$ cat src/hw/rtl/nsc_pkg.sv
// Shared types, constants and helpers for the NMEA sentence checksum checker.
// No dependencies; used by nsc_step and nmea_sentence_checksum_checker.
package nsc_pkg;

    localparam int unsigned CharWidth = 8;

    localparam logic [CharWidth-1:0] START_CHAR = 8'h24;  // '$'
    localparam logic [CharWidth-1:0] DELIM_CHAR = 8'h2A;  // '*'

    typedef enum logic [1:0] {
        PH_WAIT = 2'd0,
        PH_BODY = 2'd1,
        PH_HIGH = 2'd2,
        PH_LOW  = 2'd3
    } t_phase;

    typedef struct packed {
        logic                 checksum_ok;
        logic [CharWidth-1:0] computed_checksum;
        logic [CharWidth-1:0] received_high_char;
        logic [CharWidth-1:0] received_low_char;
    } t_result;

    typedef struct packed {
        t_phase               phase;
        logic [CharWidth-1:0] running_xor;
        logic [CharWidth-1:0] first_digit_char;
    } t_state;

    // Uppercase ASCII hex digit for a nibble.
    function automatic logic [CharWidth-1:0] hex_upper(input logic [3:0] nibble);
        logic [CharWidth-1:0] digit;
        if (nibble < 4'd10) begin
            digit = {4'h3, nibble};
        end else begin
            digit = 8'h37 + {4'h0, nibble};
        end
        return digit;
    endfunction

endpackage

$ cat src/hw/rtl/nsc_step.sv
// Next-state and result logic for one received character.
// Depends on nsc_pkg for the phase enum, state and result structs.
module nsc_step (
    input  nsc_pkg::t_state  i_state,
    input  logic [7:0]       i_byte,
    output nsc_pkg::t_state  o_state,
    output logic             o_result_valid,
    output nsc_pkg::t_result o_result
);
    import nsc_pkg::*;

    always_comb begin
        o_state        = i_state;
        o_result_valid = 1'b0;
        o_result.checksum_ok        = (i_state.first_digit_char ==
                                       hex_upper(i_state.running_xor[7:4])) &&
                                      (i_byte == hex_upper(i_state.running_xor[3:0]));
        o_result.computed_checksum  = i_state.running_xor;
        o_result.received_high_char = i_state.first_digit_char;
        o_result.received_low_char  = i_byte;

        unique case (i_state.phase)
            PH_WAIT: begin
                if (i_byte == START_CHAR) begin
                    o_state.running_xor = '0;
                    o_state.phase       = PH_BODY;
                end
            end
            PH_BODY: begin
                if (i_byte == DELIM_CHAR) begin
                    o_state.phase = PH_HIGH;
                end else begin
                    o_state.running_xor = i_state.running_xor ^ i_byte;
                end
            end
            PH_HIGH: begin
                o_state.first_digit_char = i_byte;
                o_state.phase            = PH_LOW;
            end
            PH_LOW: begin
                o_result_valid = 1'b1;
                o_state.phase  = PH_WAIT;
            end
            default: begin
                o_state.phase = PH_WAIT;
            end
        endcase
    end

endmodule

$ cat config.mk
export PLATFORM = sky130hd
export DESIGN_NAME = nsc_step
export DESIGN_NICKNAME = d
export VERILOG_FILES = /design/src/hw/rtl/nsc_pkg.sv /design/src/hw/rtl/nsc_step.sv
export SDC_FILE = /design/constraint.sdc
export NUM_CORES = 1
export LEC_CHECK = 0
export ABC_AREA = 0
export BUFFER_PORTS_ARGS = -buffer_cell sky130_fd_sc_hd__buf_4
export CORE_MARGIN = 5
export CORE_UTILIZATION = 45
export DETAILED_ROUTE_END_ITERATION = 8
export GPL_TIMING_DRIVEN = 0
export PLACE_DENSITY = 0.91
export RECOVER_POWER = 50
export SETUP_SLACK_MARGIN = 0.5
export SYNTH_ARGS = -nofsm -noshare
export SYNTH_HDL_FRONTEND = slang
export SYNTH_SLANG_ARGS = --single-unit
$ cat constraint.sdc
create_clock -name vclk -period 3.9
set_input_delay 0.78 -clock vclk [all_inputs]
set_output_delay 0.78 -clock vclk [all_outputs]
set_load 0.03 [all_outputs]
==> parameters.txt <==
Parameter                              Value

Run status
  Result of the run ... complete, no violations

Place
  Routability Congestion ... 0.9258
  I/O Buffers ... 67
  Dpl hpwl ... 2660 microns
  Minimum setup slack after placement ... 585.7 ps

Synth
  Multiplexer share of the synthesized area ... 12.97%
  Main combinational cell family by area after synthesis ... simple AND/OR/NAND/NOR gates
  Adder and majority gate portion of the synthesized area ... 2.915%
  Post-synthesis share of cell area spent on xor and xnor gates ... 8.163%
  Area fraction of the dominant cell type after synthesis ... 20.99%
  Average cell area after synthesis ... 6.552 sq um
  Compound-Gate Fraction of Synth Area ... 22.01%
  Simple-gate share of the synthesized area ... 28.13%
  Gate count after technology mapping ... 131
  Sequential share of the synthesized area ... 0%
  Total nets after synthesis ... 159
  Area leader, netlist ... sky130_fd_sc_hd__buf_4
  Mapped cell area ... 858.3 sq um
  Yosys warns ... 0
  Synth unique cells ... 34
  Biggest area contributors in the synthesized netlist ... sky130_fd_sc_hd__buf_4 (21%), sky130_fd_sc_hd__mux2_2 (12%), sky130_fd_sc_hd__xnor2_1 (7.1%)

Timing
  Worst hold slack across all endpoints ... 1864 ps
  Highest achievable clock rate ... 303.3 MHz
  # setup viols final ... 0
  Max transition margin ... 71.45%
  Final hold vios ... 0
  RSZ-0062 raised after global routing ... no
  Measured slew at the worst slew-check pin ... 427.2 ps
  Number of max-slew violations in the final report ... 0
  Clock period minus worst slack ... 3297 ps
  Period utilization ... 84.53%
  Setup TNS ... 0 ps
  Post-layout worst setup margin ... 603.4 ps

Worst setup path
  Data required time at the worst endpoint ... 3120 ps
  Startpoint types ... primary input
  Endpoint type of the worst setup path ... primary output
  Setup Crit Path Kind ... primary input to primary output
  CP max FO ... 6
  WP data arrival ... 2520 ps

CTS
  CTS Hold Buffers Added ... 0
  Number of buffers inserted to repair setup after CTS ... 0
  PostCTS Resize Cnt ... 0

Pwr
  Pleak ... 0.6433 nW
  Pwr Total ... 0.2094 mW
  Power density relative to cell area ... 158.3 nW/um^2
  Maximum vdd ir drop ... 0.09228 mV

Final layout
  Area added between synthesis and finish ... 54.08%
  Share of cells above drive strength 1 ... 41.41%
  Reg area ... 0 sq um
  Layout filler cell count ... 174
  Inserted Diodes ... 0
  Leading cell types in the layout, fill and taps excluded ... sky130_fd_sc_hd__buf_4 (69), sky130_fd_sc_hd__clkbuf_1 (24), sky130_fd_sc_hd__nand2_1 (14)
  Number of clock buffer instances in the layout ... 0
  Final #Nets ... 228
  Number of sequential cells ... 0
  Commonest non-fill, non-tap cell in the layout ... sky130_fd_sc_hd__buf_4

Detailed routing
  Via density ... 5.260
  Count of antenna-violating nets left after detailed routing ... 0
  Residual DRC count ... 0
  Detailed-routing iteration count for the pre-antenna-repair pass ... 4
  DR WL/cell ... 14.00 microns
  Final WL ... 3123 microns
  First-iteration detailed-routing DRC count ... 38
  Via count ... 1173

Die
  Die footprint ... 2881 sq um
  DIE WIDTH ... 53.68 microns
  Height of the chip ... 53.68 microns
  Number of standard-cell rows in the floorplan ... 15
  Initial cell density of the core ... 48.65%
  Core area ... 1764 sq um
  I/O pin total ... 70

GRT
  Global routing usage summed across all routing layers ... 20.95%
  Initial antenna violation count ... 0
  Vias in the first global route ... 1133
  First-pass GRT wire length ... 4747 microns
  Total global routing overflow ... 0
  Pin count of the biggest net entering global routing ... 11

Min path
  Min-delay worst type ... primary input to primary output

Run
  Maximum Capacitance Violations ... 0
## layout make-up
class | instances | area (sq um) | area share [%]
plain buffers | 27 | 192.7 | 14.57
inverters | 8 | 30.03 | 2.271
multi-input cells | 96 | 648.1 | 49.01
well taps | 25 | 31.28 | 2.365
repair buffers | 67 | 420.4 | 31.79
## synthesized netlist by cell type, drive strengths merged, types with 2 or more instances
cell type	count
a211oi	2
a21oi	5
and3	2
buf	24
clkbuf	3
ha	2
inv	8
mux2	9
nand2	14
nand2b	3
nand3	4
nor2	9
nor2b	2
nor3	2
nor4	4
o21ai	9
o21bai	2
o22ai	2
o311ai	3
or2b	2
xnor2	7
## final timing paths
check	from	endpoint	slack, ps	cells after the start
hold / removal	i_state[15]	o_result[23]	1860	2
setup / recovery	i_byte[4]	o_state[9]	600	7
## worst max-delay path, stage by stage
cell and delay (ps):
sky130_fd_sc_hd__buf_4 130, sky130_fd_sc_hd__or4b_1 540, sky130_fd_sc_hd__or4_4 530, sky130_fd_sc_hd__nand2_1 120, sky130_fd_sc_hd__nand3_1 100, sky130_fd_sc_hd__o311ai_1 100
sky130_fd_sc_hd__buf_4 220
## power by group
| part | total (mW) | internal [mW] | switching (mW) |
|---|---|---|---|
| registers | 0 | 0 | 0 |
| clock network | 0 | 0 | 0 |
| logic | 0.209 | 0.0849 | 0.125 |
## logic make-up after synthesis
logic type	after synthesis
adder cells (fa/ha/maj)	2
AND/OR/NAND/NOR	47
multiplexers	10
AO/OA/AOI/OAI	29
XOR/XNOR	8
buffers and inverters	35
## layer usage
metal / vias up / share of wire (%) / global-route usage (%)
met4: 0 / 0 / 0.8511
met3: 0 / 8.1 / 1.662
met5: - / 0 / 0
met1: 540 / 40 / 22.88
met2: 56 / 52 / 44.15
li1: 577 / - / -
## stage by stage
stage	utilization [%]	area, sq um	cells
finish	74.96	1323	223
detailed placement	79.29	1399	223
global route	74.96	1323	223
global placement	79.29	1399	223
CTS	79.29	1399	223
floorplan	-	864.6	131
Power figures use the tool's default switching activity.
